## src/rtl/akr_pkg.sv

```systemverilog
// package: widths, register codes, reset values and the delay shrink function
package akr_pkg;

    localparam int KEY_WIDTH   = 32;
    localparam int KEY_COUNT   = 32;
    localparam int TIME_WIDTH  = 32;
    localparam int DELAY_WIDTH = 16;
    localparam int CFG_INDEX_WIDTH = 4;

    // mask of keys that exist
    localparam logic [KEY_WIDTH-1:0] KEY_MASK = {KEY_WIDTH{1'b1}} >> (KEY_WIDTH - KEY_COUNT);

    // register indexes
    localparam logic [CFG_INDEX_WIDTH-1:0] REG_MIN_DELAY  = 4'd0;
    localparam logic [CFG_INDEX_WIDTH-1:0] REG_MAX_DELAY  = 4'd1;
    localparam logic [CFG_INDEX_WIDTH-1:0] REG_STEP_DELAY = 4'd2;
    localparam logic [CFG_INDEX_WIDTH-1:0] REG_GROUP_MODE = 4'd3;

    // reset values derived from the tick rate
    localparam int TICKS_PER_SECOND = 840;
    localparam logic [DELAY_WIDTH-1:0] STEP_DELAY_RST = DELAY_WIDTH'(TICKS_PER_SECOND / 12);
    localparam logic [DELAY_WIDTH-1:0] MIN_DELAY_RST  = DELAY_WIDTH'(TICKS_PER_SECOND / 12);
    localparam logic [DELAY_WIDTH-1:0] MAX_DELAY_RST  = DELAY_WIDTH'(TICKS_PER_SECOND >> 1);

    // common control seen by every timer lane
    typedef struct packed {
        logic                   clear;
        logic [DELAY_WIDTH-1:0] reload_delay;
        logic [DELAY_WIDTH-1:0] min_delay;
        logic [DELAY_WIDTH-1:0] step_delay;
        logic [TIME_WIDTH-1:0]  now;
    } akr_ctrl_t;

    // shorten a delay by one step, floored at the minimum
    function automatic logic [DELAY_WIDTH-1:0] shrink_delay(
        input logic [DELAY_WIDTH-1:0] d,
        input logic [DELAY_WIDTH-1:0] dmin,
        input logic [DELAY_WIDTH-1:0] dstep
    );
        logic [DELAY_WIDTH-1:0] r;
        r = d;
        if (d > dmin)
        begin
            if (dstep >= (d - dmin))
                r = dmin;
            else
                r = d - dstep;
        end
        if (r < dmin)
            r = dmin;
        return r;
    endfunction

endpackage

```

## src/rtl/akr_lane.sv

```systemverilog
// one repeat timer lane: delay and time stamp of one key, or of the whole group
module akr_lane (
    input  logic                clk,
    input  logic                rst_n,
    input  akr_pkg::akr_ctrl_t  ctrl,
    input  logic                en,
    input  logic                key,
    input  logic                key_prev,
    output logic                pulse
);
    import akr_pkg::*;

    logic [DELAY_WIDTH-1:0] delay_reg;
    logic [DELAY_WIDTH-1:0] delay_next;
    logic [TIME_WIDTH-1:0]  last_time_reg;
    logic [TIME_WIDTH-1:0]  last_time_next;
    logic [TIME_WIDTH-1:0]  elapsed;
    logic                   held;
    logic                   reached;

    // elapsed time against the current delay, modulo the counter width
    always_comb
    begin
        held    = key && key_prev;
        elapsed = ctrl.now - last_time_reg;
        reached = elapsed >= {{(TIME_WIDTH - DELAY_WIDTH){1'b0}}, delay_reg};
        pulse   = held ? reached : key;
    end

    // timer update: reinit on clear, else on an accepted poll
    always_comb
    begin
        delay_next     = delay_reg;
        last_time_next = last_time_reg;
        if (ctrl.clear)
        begin
            delay_next     = ctrl.reload_delay;
            last_time_next = '0;
        end
        else if (en)
        begin
            if (held)
            begin
                if (reached)
                begin
                    delay_next     = shrink_delay(delay_reg, ctrl.min_delay, ctrl.step_delay);
                    last_time_next = ctrl.now;
                end
            end
            else
            begin
                delay_next     = ctrl.reload_delay;
                last_time_next = ctrl.now;
            end
        end
    end

    always_ff @(posedge clk or negedge rst_n)
    begin
        if (!rst_n)
        begin
            delay_reg     <= MAX_DELAY_RST;
            last_time_reg <= '0;
        end
        else
        begin
            delay_reg     <= delay_next;
            last_time_reg <= last_time_next;
        end
    end

endmodule

```

## config.mk

```make
export PLATFORM = sky130hd
export DESIGN_NAME = akr_lane
export DESIGN_NICKNAME = d
export VERILOG_FILES = /design/src/rtl/akr_pkg.sv /design/src/rtl/akr_lane.sv
export SDC_FILE = /design/constraint.sdc
export NUM_CORES = 1
export LEC_CHECK = 0
export BUFFER_PORTS_ARGS = -buffer_cell sky130_fd_sc_hd__buf_2
export CAP_MARGIN = 40
export CORE_MARGIN = 2
export CORE_UTILIZATION = 40
export DETAILED_ROUTE_END_ITERATION = 12
export HOLD_SLACK_MARGIN = 0.03
export PLACE_DENSITY = 0.56
export SYNTH_ARGS = -nofsm -noshare
export SYNTH_HDL_FRONTEND = slang
export SYNTH_SLANG_ARGS = --single-unit
```

## constraint.sdc

```tcl
create_clock -name clk -period 11.27 [get_ports clk]
set_input_delay 1.127 -clock clk [delete_from_list [all_inputs] [get_ports clk]]
set_output_delay 1.127 -clock clk [all_outputs]
set_load 0.01 [all_outputs]
```

* Yosys cells after proc, flatten, opt, wreduce, memory -nomap -nowiden
Index checks and enable logic that the tools add are counted.
Operators by class: reduce and logical (&&, ||, !) cells 3, muxes and demuxes 16, magnitude comparators 4, $add $sub $neg 3, equality and inequality tests 1
Operators by type and width (number):
- $mux W16 | 11
- $mux W32 | 4
- $ge A32 B16 Y1 | 1
- $sub A16 B16 Y16 | 2
- $sub A32 B32 Y32 | 1
- $ge A16 B16 Y1 | 1
- $gt A16 B16 Y1 | 1
- $lt A16 B16 Y1 | 1
- $ne A3 B2 Y1 const B | 1
- $reduce_and A2 Y1 | 1
- $reduce_bool A2 Y1 | 1
- $logic_and A1 B1 Y1 | 1
- $mux W1 | 1
Storage, ports and cells: bits of input ports 86, register bits after elaboration 48, output and inout port bits 1

* Depth between registers and ports, before layout
Gate-level depths: netlist (run 1).
depth in word-level cells 14, mapped depth 35, gate-level depth less buffers 32

* Worst setup path after synthesis (run 1)
Ideal clock, no wire load.
path kind input-to-reg, from in ctrl[49] (netlist name), to reg delay_reg[10], stages on the path 33, arrival 6.727 ns, setup slack 4.418 ns, path buffers 4, cells stage by stage inv_1 > ha_1 > nor2b_1 > o21ai_0 > a21oi_1 > o21ai_0 > a21oi_1 > a41o_1 > o41ai_1 > o2111ai_1 > a21oi_1 > xor2_1 > ha_1 > and4_1 > a31oi_1 > o221ai_1 > a21oi_1 > clkbuf_1 > buf_2 > nand2_1 > o211ai_1 > o21ai_0 > ha_1 > a21o_1 > a21oi_1 > o211ai_1 > a21oi_1 > o21ai_1 > clkbuf_1 > buf_2 > a21oi_1 > o21ai_0 > mux2_4
Between the ends: word-level cells in the longest chain between the ends 14, elaborated cells on any way between the ends 15, classes of those cells add/sub (1); order compare (3); mux (11)
RTL lines:
- start, declared | RTL line akr_lane.sv:5 | input akr_pkg::akr_ctrl_t ctrl,
- $sub A16 B16 Y16 | RTL line akr_pkg.sv:44 | if (dstep >= (d - dmin))
- $ge A16 B16 Y1 | RTL line akr_pkg.sv:44
- $mux W16 | RTL line akr_pkg.sv:44
- $mux W16 | RTL line akr_pkg.sv:42 | if (d > dmin)
- $mux W16 | RTL line akr_lane.sv:44 | if (reached)
- $mux W16 | RTL line akr_lane.sv:42 | if (held)
- $mux W16 | RTL line akr_lane.sv:40 | else if (en)
- $mux W16 | RTL line akr_lane.sv:35 | if (ctrl.clear)
- $lt A16 B16 Y1 | RTL line akr_pkg.sv:49 | if (r < dmin)
- $mux W16 (*) | RTL line akr_pkg.sv:49
- $mux W16 (*) | RTL line akr_lane.sv:44
- $mux W16 (*) | RTL line akr_lane.sv:42
- $mux W16 (*) | RTL line akr_lane.sv:40
- $mux W16 (*) | RTL line akr_lane.sv:35
- end signal, assigned | RTL line akr_lane.sv:67 | delay_reg <= delay_next;
- end, declared | RTL line akr_lane.sv:13 | logic [DELAY_WIDTH-1:0] delay_reg;
Mark *: on every way between the ends. The rest lies on a longest branch, timed or not. The select of a mux whose other input is x is not followed. A chain may end at the register's enable or synchronous reset.

* Worst setup path after layout (run 1)
Ends and elaborated chain as after synthesis.

==> results of run 1 <==
cell usage in the layout (no fill, tap or decap), types with 4 or more instances in the layout:
cell / n
a211oi_1: 8
a21o_1: 21
a21oi_1: 92
a21oi_2: 4
a31oi_1: 6
and3_1: 5
and4_1: 4
buf_2: 86
buf_4: 4
clkbuf_16: 5
dfrtp_1: 44
dfstp_2: 4
ha_1: 109
inv_1: 105
mux2_2: 6
mux2_4: 6
mux2i_1: 41
nand2_1: 54
nand2b_1: 76
nand3_1: 17
nand4_1: 18
nor2_1: 75
nor2b_1: 9
nor3_1: 9
nor4_1: 6
o211ai_1: 7
o21a_1: 13
o21ai_0: 60
o21ai_1: 4
o21bai_1: 6
o31ai_1: 5
xnor2_1: 16
xor2_1: 23
area by class of cell:
type                            count  area (um2)  area share (%)
Clock buffer                        8         146            1.79
Inverter                          105         394            4.82
Multi-Input combinational cell    766        5660            69.3
Sequential cell                    48        1210            14.8
Tap cell                          229         287            3.51
Timing Repair Buffer               91         475            5.82
stage by stage:
| stage | utilization (%) | total power [mW] |
|---|---|---|
| floorplan | - | 0.688 |
| global placement | 44.3 | 0.827 |
| detailed placement | 44.4 | 0.838 |
| CTS | 45.2 | 1.01 |
| global route | 45.2 | 1.10 |
| finish | 45.2 | 0.999 |
cell families after synthesis:
kind of cell               after synthesis  synth area share, %
buffers and inverters                  135                 7.61
and+or+nand+nor                        287                 20.1
AOI/OAI and AO/OA                      275                 24.7
DFF                                     48                 16.2
muxes                                   53                 7.65
xor gates and xnor gates                39                 4.60
adders and majority gates              112                 19.2
power by group through the flow:
| stage | sequential, mW | combinational [mW] | clock [mW] |
|---|---|---|---|
| detailed placement | 0.210 | 0.629 | 0 |
| global placement | 0.209 | 0.618 | 0 |
| finish | 0.206 | 0.634 | 0.158 |
| floorplan | 0.203 | 0.485 | 0 |
| global route | 0.208 | 0.722 | 0.172 |
| CTS | 0.206 | 0.634 | 0.165 |
routing by layer:
layer  share of wire (%)  up-vias  wire length, um
met1                  50     3117             9430
met2                  46      105             8550
met3                 3.6       10              673
met5                   0        -                0
met4                0.51        0               96
li1                    -     3520                -
path summary, 6_finish.rpt:
kind | endpoint | cells past startpoint | slack (ns)
setup / recovery | delay_reg[10]$_DFFE_PN0P_ | 30 | 3.73
hold / removal | last_time_reg[13]$_DFFE_PN0P_ | 2 | 0.54
setup reg to reg | delay_reg[10]$_DFFE_PN0P_ | 28 | 4.30
hold reg to reg | last_time_reg[13]$_DFFE_PN0P_ | 2 | 0.54
max in group asynchronous | last_time_reg[5]$_DFFE_PN0P_ | 2 | 9.87
min in group asynchronous | delay_reg[14]$_DFFE_PN0P_ | 2 | 0.94
worst min-delay path: cells and delay by family (launching register included):
family / cells / cell delay, ns
flip-flops: 1 / 0.37
AND/OR/NAND/NOR: 1 / 0.07
multiplexers: 1 / 0.06
==> results.sh, run 1 <==
export IMPL_status="complete, no violations"
export IMPL_grt_total_usage_pct=19.1
export IMPL_antenna_found_initial=0
export IMPL_pwr_share_clk_pct=15.9
export IMPL_synth_top_cell_by_area="ha_1"
export IMPL_ant_nets=0
export IMPL_seqPwrFrac_pct=20.6
export IMPL_fmax_mhz=133
export IMPL_htree_levels=2
export IMPL_grt_pass1_vias=6345
export IMPL_num_vias=6752
export IMPL_cts_resized_gates=0
export IMPL_worst_setup_path_start_kind="primary input"
export IMPL_grt_met1_usage_pct=27.3
export IMPL_synthTopCellsByArea="ha_1 (18%), dfrtp_1 (15%), nand2b_1 (6.4%), a21oi_1 (6.3%), mux2i_1 (5.5%)"
export IMPL_drive_above_1_share_pct=13.4
export IMPL_slowest_delay_ns=0.60
export IMPL_syn2layout_area_growth_pct=10.0
export IMPL_stdcell_area_um2=8170
export IMPL_period_share_pct=66.9
export IMPL_grt_use_met3_pct=2.32
export IMPL_seq_area_frac_synth_pct=16.2
export IMPL_synth_async_sr_flop_share_pct=100
export IMPL_post_dp_hpwl_mm=15.3
export IMPL_synth_nets=1147
export IMPL_tritoncts="yes"
export IMPL_cp_arrival_ns=7.73
export IMPL_core_um2=18100
export IMPL_stdcell_count=1247
export IMPL_cap_viol_max_count=0
export IMPL_cp_required_ns=11.45
export IMPL_dieArea_um2=19700
export IMPL_path_max_fanout=19
export IMPL_first_iter_violations=324
export IMPL_fill_cells=1886
export IMPL_die_w_um=140
export IMPL_synth_edf_count=0
export IMPL_final_setup_worst_slack_ns=3.73
export IMPL_synth_common_cells="ha_1 (109), inv_1 (105), a21oi_1 (93)"
export IMPL_setup_viol=0
export IMPL_cp_common_cell="a21oi_1"
export IMPL_critPathCaptureType="flip-flop"
export IMPL_p_switching_uw=452
export IMPL_critPathLaunch="ctrl[49]"
export IMPL_finClkSkew_ns=0.0130
export IMPL_synth_distinct_cells=77
export IMPL_ir_drop_uv=61.0
export IMPL_synth_ff_type="dfrtp_1"
export IMPL_tightestPinTransition_ns=0.851
export IMPL_critical_path_slowest_cell="o41ai_1"
export IMPL_cts_root_buf="clkbuf_16"
export IMPL_initial_utilization_pct=41.1
export IMPL_io_buffer_count=86
export IMPL_gp_congestion=0.876
export IMPL_first_pass_iters=5
export IMPL_final_min_clock_period_ns=7.54
export IMPL_clk_pin_slew_ns=0.07
export IMPL_powerDensity_nw_per_um2=122
export IMPL_slew_headroom_pct=43.3
export IMPL_boundaryPins=87
export IMPL_rsz0062_at_grt="no"
export IMPL_synth_top_cell_area_share_pct=18.4
export IMPL_drt_wirelength_per_cell_um=15.0
export IMPL_p_comb_share_pct=63.5
export IMPL_min_path_type="flip-flop to flip-flop"
export IMPL_p_leak_nw=3.92
export IMPL_grt_max_degree=68
export IMPL_p_sw_share_pct=45.3
export IMPL_drc=0
export IMPL_yosys_cell_count_top_type="ha_1"
export IMPL_grt_pass1_wl_mm=31.1
export IMPL_numCtsBuffers=5
export IMPL_place_inst=1239
export IMPL_largest_reg_flops=32
export IMPL_syn_area_um2=7430
export IMPL_top_usage_layer="met2"
export IMPL_drt_vias_per_instance=5.41
export IMPL_r2r_start="delay_reg[1]$_DFFE_PN0P_"
export IMPL_insertedDiodeCount=0
export IMPL_wirelength_mm=18.8
export IMPL_grt_overflow_total=0
export IMPL_finalNetCount=1215
export IMPL_cp_buffers_inverters=3
export IMPL_num_rows=49
export IMPL_die_y_um=140
export IMPL_placed_area_um2=8030
export IMPL_cts_hold_buf=0
export IMPL_finalHoldViolations=0
export IMPL_avgSynthCellArea_um2=7.83
export IMPL_slew_viol_final=0
export IMPL_postCtsSetupBuffers=0
export IMPL_cts_sinks=48
export IMPL_syn_instance_count=949
export IMPL_pre_cts_ws_ns=3.47
export IMPL_clk_latency_ns=0.30
export IMPL_grt_use_met2_pct=32.0
export IMPL_cts_max_path_buffers=2
export IMPL_ys_seq_elements=48
export IMPL_cpLargestDelayFamily="compound AO/OA/AOI/OAI gates"
export IMPL_hp_start="last_time_reg[13]$_DFFE_PN0P_"
export IMPL_critPathKind="primary input to flip-flop"
export IMPL_power_internal_uw=546
export IMPL_yosysWarningCount=0
export IMPL_hold_ws_ns=0.542
export IMPL_tns_ns=0
(Power assumes the default switching activity.)
==> inputs of run 2 (changes only) <==
--- a/config.mk
+++ b/config.mk
@@ -5,13 +5,14 @@
 export SDC_FILE = /design/constraint.sdc
 export NUM_CORES = 1
 export LEC_CHECK = 0
+export ABC_AREA = 1
 export BUFFER_PORTS_ARGS = -buffer_cell sky130_fd_sc_hd__buf_2
 export CAP_MARGIN = 40
 export CORE_MARGIN = 2
 export CORE_UTILIZATION = 40
 export DETAILED_ROUTE_END_ITERATION = 12
 export HOLD_SLACK_MARGIN = 0.03
-export PLACE_DENSITY = 0.56
+export PLACE_DENSITY = 0.59
 export SYNTH_ARGS = -nofsm -noshare
 export SYNTH_HDL_FRONTEND = slang
 export SYNTH_SLANG_ARGS = --single-unit
==> constraint.sdc (replaced) <==
create_clock -name clk -period 6.7 [get_ports clk]
set_input_delay 0.67 -clock clk [delete_from_list [all_inputs] [get_ports clk]]
set_output_delay 0.67 -clock clk [all_outputs]
set_load 0.01 [all_outputs]
==> run 2 against run 1 <==
  * Synthesized cell count increased by 23%
  * Clock power increased by 110%
  * Worst hold slack worse by 0.076 ns
  * Global-route usage up 1.8 points
  * Core utilization increased by 0.40 points
==> results.sh, run 2 <==
export IMPL_cp_required_ns=6.92
export IMPL_clk_latency_ns=0.30
export IMPL_reg2regPathDepth=31
export IMPL_synth_nets=1368
export IMPL_status="complete, no violations"
export IMPL_worst_setup_path_start_kind="primary input"
export IMPL_ys_seq_elements=48
export IMPL_dieArea_um2=19500
export IMPL_tritoncts="yes"
export IMPL_synth_top_cell_by_area="ha_1"
export IMPL_gp_congestion=0.931
export IMPL_largest_reg_flops=32
export IMPL_num_rows=49
export IMPL_rsz0062_at_grt="no"
export IMPL_die_y_um=140
export IMPL_numCtsBuffers=5
export IMPL_tightestPinTransition_ns=0.737
export IMPL_htree_levels=2
export IMPL_syn_area_um2=7370
export IMPL_slew_headroom_pct=50.9
export IMPL_cp_arrival_ns=6.02
export IMPL_syn2layout_area_growth_pct=11.6
export IMPL_critical_path_slowest_cell="ha_1"
export IMPL_cts_resized_gates=0
export IMPL_cts_sinks=48
export IMPL_die_w_um=140
export IMPL_rrSetupSlack_ns=0.98
export IMPL_initial_utilization_pct=40.9
export IMPL_antenna_found_initial=0
export IMPL_postCtsSetupBuffers=0
export IMPL_ir_drop_uv=129
export IMPL_slowest_delay_ns=0.37
export IMPL_post_dp_hpwl_mm=16.9
export IMPL_critPathKind="primary input to flip-flop"
export IMPL_syn_instance_count=1170
export IMPL_critPathLaunch="ctrl[50]"
export IMPL_num_vias=7453
export IMPL_finClkSkew_ns=0.00743
export IMPL_boundaryPins=87
export IMPL_grt_overflow_total=0
export IMPL_tns_ns=0
export IMPL_io_buffer_count=86
export IMPL_cts_root_buf="clkbuf_16"
export IMPL_cap_viol_max_count=0
export IMPL_finalNetCount=1442
export IMPL_grt_total_usage_pct=20.9
export IMPL_slew_viol_final=0
export IMPL_first_iter_violations=442
export IMPL_yosys_cell_count_top_type="nand2_1"
export IMPL_ant_nets=0
export IMPL_fmax_mhz=172
export IMPL_mostFrequentLayoutCells="nand2_1 (290), inv_1 (186), a21oi_1 (124)"
export IMPL_synth_common_cells="nand2_1 (290), inv_1 (186), a21oi_1 (124)"
export IMPL_synth_edf_count=0
export IMPL_core_um2=18000
export IMPL_seq_area_frac_synth_pct=16.4
export IMPL_reg2reg_to="delay_reg[13]$_DFFE_PN0P_"
export IMPL_grt_max_degree=81
export IMPL_first_pass_iters=6
export IMPL_min_path_type="primary input to async pin"
export IMPL_cts_hold_buf=0
export IMPL_synth_top_cell_area_share_pct=18.5
export IMPL_period_share_pct=86.7
export IMPL_drc=0
export IMPL_grt_pass1_vias=6962
export IMPL_critPathCaptureType="flip-flop"
export IMPL_cts_max_path_buffers=2
export IMPL_final_min_clock_period_ns=5.81
export IMPL_clk_pin_slew_ns=0.07
export IMPL_crit_end="delay_reg[13]$_DFFE_PN0P_"
export IMPL_wirelength_mm=20.5
export IMPL_cp_common_cell="a21oi_1"
export IMPL_path_max_fanout=21
export IMPL_grt_pass1_wl_mm=34.0
export IMPL_r2r_start="delay_reg[2]$_DFFE_PN1P_"
export IMPL_drive_above_1_share_pct=9.96
export IMPL_synth_async_sr_flop_share_pct=100
export IMPL_final_common_cell="nand2_1"
export IMPL_synth_ff_type="dfrtp_1"
export IMPL_p_total_mw=1.77
export IMPL_drt_vias_per_instance=5.06
export IMPL_synth_distinct_cells=50
export IMPL_drt_wirelength_per_cell_um=13.9
export IMPL_p_leak_nw=4.32
export IMPL_yosysWarningCount=0
export IMPL_synthTopCellsByArea="ha_1 (19%), dfrtp_1 (15%), nand2_1 (15%), inv_1 (9.5%), a21oi_1 (8.4%)"
export IMPL_avgSynthCellArea_um2=6.30
export IMPL_powerDensity_nw_per_um2=215
export IMPL_setup_viol=0
export IMPL_insertedDiodeCount=0
export IMPL_finalHoldViolations=0
## run 2: changes by cell type after synthesis, moves of 11 or more
cell	change
mux2i_1	-41
inv_1	+81
nand2b_1	-76
o21a_1	-11
nor2_1	+24
nand2_1	+236
a21o_1	-15
a21oi_1	+31
xor2_1	+15
nand3_1	+55
## run 2: worst min-delay path by stage
stage                                  from                             to  slack (ns)  cells after the start
2_1_floorplan                         rst_n       delay_reg[0]$_DFFE_PN0P_        0.37                      0
3_3_place_gp   last_time_reg[1]$_DFFE_PN0P_   last_time_reg[1]$_DFFE_PN0P_        0.47                      2
3_5_place_dp   last_time_reg[3]$_DFFE_PN0P_   last_time_reg[3]$_DFFE_PN0P_        0.47                      2
4_1_cts        last_time_reg[3]$_DFFE_PN0P_   last_time_reg[3]$_DFFE_PN0P_        0.49                      2
5_1_grt        last_time_reg[2]$_DFFE_PN0P_   last_time_reg[2]$_DFFE_PN0P_        0.51                      2
6_report                              rst_n  last_time_reg[23]$_DFFE_PN0P_        0.47                      2
## run 2: worst max-delay path: cells and delay by family
family | cells | cell delay (ns)
compound gates | 13 | 2.28
buf+inv | 5 | 0.75
simple gates | 11 | 1.23
xor+xnor | 1 | 0.10
fa+ha+maj | 3 | 0.96
## run 2: power breakdown
part / leakage (nW) / switching, mW / internal (mW)
sequential: 0.594 / 0.0299 / 0.319
clock: 0.0911 / 0.118 / 0.214
combinational: 3.63 / 0.674 / 0.413
## run 2: per-layer routing
metal | GRT usage, % | wire, um
met5 | 0 | 0
met4 | 2.11 | 72
met3 | 2.62 | 1010
met2 | 31.4 | 8470
met1 | 32.8 | 10900
## run 2: kinds of logic after synthesis
logic type               synth area share (%)
AO/OA/AOI/OAI                            18.4
XOR/XNOR                                 5.83
adder cells (fa/ha/maj)                  19.3
buffers and inverters                    11.2
flip-flops                               16.4
AND/OR/NAND/NOR                          28.8
## run 2: stage by stage
stage	cell area [um2]	utilization (%)	setup WS, ns	std cells	hold WS, ns
final	8220	45.6	0.892	1474	0.466
after global placement	8000	44.4	0.867	1465	0.466
after floorplan	7370	-	1.04	1170	0.374
after CTS	8220	45.6	0.991	1474	0.491
after global routing	8220	45.6	0.337	1474	0.508
after detailed placement	8030	44.5	0.707	1466	0.472
## run 2: area by class of cell
class | instances | area, um2
Multi-Input combinational cell | 908 | 5330
Fill cell | 2012 | 9810
Sequential cell | 48 | 1210
Tap cell | 229 | 287
Inverter | 190 | 713
Timing Repair Buffer | 91 | 488
Clock inverter | 2 | 60.1
Clock buffer | 6 | 129
==> inputs of run 3 (changes only) <==
--- a/config.mk
+++ b/config.mk
@@ -5,14 +5,14 @@
 export SDC_FILE = /design/constraint.sdc
 export NUM_CORES = 1
 export LEC_CHECK = 0
-export ABC_AREA = 1
+export ABC_AREA = 0
 export BUFFER_PORTS_ARGS = -buffer_cell sky130_fd_sc_hd__buf_2
 export CAP_MARGIN = 40
 export CORE_MARGIN = 2
 export CORE_UTILIZATION = 40
 export DETAILED_ROUTE_END_ITERATION = 12
 export HOLD_SLACK_MARGIN = 0.03
-export PLACE_DENSITY = 0.59
+export PLACE_DENSITY = 0.58
 export SYNTH_ARGS = -nofsm -noshare
 export SYNTH_HDL_FRONTEND = slang
 export SYNTH_SLANG_ARGS = --single-unit
==> run 3 against run 2 <==
  * Core utilization up 0.19 points
  * Cell count down 15%
  * Wire length down 9.4%
  * Die area rose by 0.82%
  * Setup slack got worse by 0.40 ns
  * Global-route usage decreased by 2.2 points
  * Via count shrank 10%
  * Sequential share of layout area down 0.096 points
  * Flip-flop and latch count did not move
==> results.sh, run 3 (synthesis results as in run 1) <==
export IMPL_final_min_clock_period_ns=6.21
export IMPL_cp_required_ns=6.88
export IMPL_fmax_mhz=161
export IMPL_grt_max_degree=68
export IMPL_drt_vias_per_instance=5.35
export IMPL_ir_drop_uv=94.4
export IMPL_setup_viol=0
export IMPL_cts_max_path_buffers=2
export IMPL_status="complete, no violations"
export IMPL_slew_viol_final=0
export IMPL_p_leak_nw=3.97
export IMPL_grt_pass1_wl_mm=30.8
export IMPL_clk_latency_ns=0.29
export IMPL_drt_wirelength_per_cell_um=14.8
export IMPL_worst_setup_path_start_kind="primary input"
export IMPL_critPathCaptureType="flip-flop"
export IMPL_p_switching_uw=763
export IMPL_cap_viol_max_count=0
export IMPL_post_dp_hpwl_mm=15.0
export IMPL_num_rows=49
export IMPL_htree_levels=2
export IMPL_hold_ws_ns=0.498
export IMPL_grt_pass1_vias=6242
export IMPL_placed_area_um2=8080
export IMPL_fin_util_pct=45.8
export IMPL_gp_congestion=0.858
export IMPL_first_pass_iters=5
export IMPL_finalHoldViolations=0
export IMPL_slowest_delay_ns=0.40
export IMPL_tritoncts="yes"
export IMPL_final_common_cell="ha_1"
export IMPL_first_iter_violations=384
export IMPL_path_max_fanout=16
export IMPL_insertedDiodeCount=0
export IMPL_clk_pin_slew_ns=0.07
export IMPL_die_y_um=140
export IMPL_num_vias=6707
export IMPL_finClkSkew_ns=0.00599
export IMPL_wirelength_mm=18.5
export IMPL_pwr_share_clk_pct=15.8
export IMPL_stdcell_count=1254
export IMPL_mostFrequentLayoutCells="ha_1 (109), inv_1 (105), a21oi_1 (90)"
export IMPL_place_inst=1245
export IMPL_period_share_pct=92.7
export IMPL_initial_utilization_pct=41.1
export IMPL_slew_headroom_pct=45.9
export IMPL_powerDensity_nw_per_um2=207
export IMPL_cts_sinks=48
export IMPL_critical_path_slowest_cell="fa_1"
export IMPL_syn2layout_area_growth_pct=11.5
export IMPL_tns_ns=0
export IMPL_p_sw_share_pct=44.5
export IMPL_grt_overflow_total=0
export IMPL_tightestPinTransition_ns=0.811
export IMPL_dieArea_um2=19700
export IMPL_numCtsBuffers=5
export IMPL_drive_above_1_share_pct=14.9
export IMPL_min_path_type="primary input to async pin"
export IMPL_seqPwrFrac_pct=20.2
export IMPL_io_buffer_count=86
export IMPL_cts_hold_buf=0
export IMPL_stdcell_area_um2=8280
export IMPL_finalNetCount=1223
export IMPL_core_um2=18100
export IMPL_ant_nets=0
export IMPL_drc=0
export IMPL_die_w_um=140
export IMPL_cts_root_buf="clkbuf_16"
export IMPL_cp_arrival_ns=6.39
export IMPL_antenna_found_initial=0
export IMPL_boundaryPins=87
export IMPL_grt_total_usage_pct=18.7
export IMPL_critPathKind="primary input to flip-flop"
export IMPL_power_internal_uw=951
export IMPL_p_comb_share_pct=64.0
export IMPL_largest_reg_flops=32
run 3: final timing paths:
check,endpoint,cells after the start,slack [ns],from
max,delay_reg[13]$_DFFE_PN0P_,30,0.49,ctrl[48]
min,last_time_reg[28]$_DFFE_PN0P_,2,0.50,rst_n
max reg2reg,delay_reg[13]$_DFFE_PN0P_,29,0.55,delay_reg[1]$_DFFE_PN0P_
min reg2reg,last_time_reg[12]$_DFFE_PN0P_,2,0.54,last_time_reg[12]$_DFFE_PN0P_
max in group asynchronous,delay_reg[0]$_DFFE_PN0P_,2,5.72,rst_n
min in group clk,last_time_reg[12]$_DFFE_PN0P_,2,0.54,last_time_reg[12]$_DFFE_PN0P_
run 3: power by group through the flow:
| stage | combinational [mW] | clock, mW | sequential (mW) |
|---|---|---|---|
| 4_1_cts | 1.07 | 0.280 | 0.348 |
| 3_3_place_gp | 1.06 | 0 | 0.352 |
| 5_1_grt | 1.25 | 0.293 | 0.350 |
| 6_report | 1.10 | 0.271 | 0.346 |
| 3_5_place_dp | 1.06 | 0 | 0.353 |
| 2_1_floorplan | 0.816 | 0 | 0.341 |
run 3: metal layers:
| metal | share of wire [%] | vias up | global-route usage, % |
|---|---|---|---|
| met1 | 51 | 3068 | 27.3 |
| met3 | 3.1 | 8 | 2.43 |
| met2 | 45 | 98 | 30.2 |
| li1 | - | 3533 | - |
| met5 | 0 | - | 0 |
| met4 | 0.85 | 0 | 2.71 |
run 3: timing repair:
item | CTS | global route
setup endpoints to repair | 0 | 16
setup buffers | 0 | 2
gates resized for setup | 0 | 14
run 3: worst max-delay path, delay by kind of cell:
| family | cells | cell delay (ns) |
|---|---|---|
| fa+ha+maj | 4 | 1.19 |
| simple gates | 7 | 1.11 |
| buf+inv | 2 | 0.31 |
| xor+xnor | 1 | 0.12 |
| mux | 1 | 0.26 |
| compound gates | 15 | 2.71 |
run 3: metrics by stage:
| stage | power (mW) | setup WS, ns |
|---|---|---|
| after global routing | 1.89 | -0.0134 |
| after floorplan | 1.16 | 0.305 |
| after detailed placement | 1.42 | -0.0984 |
| final | 1.71 | 0.490 |
| after CTS | 1.70 | 0.162 |
| after global placement | 1.41 | -0.0419 |
run 3: area by class of cell:
| type | instances | area, um2 |
|---|---|---|
| inverter | 105 | 394 |
| multi-input combinational | 766 | 5690 |
| fill | 1837 | 9810 |
| timing repair buffer | 99 | 544 |
| sequential | 48 | 1210 |
| tap | 229 | 287 |
| clock buffer | 7 | 153 |
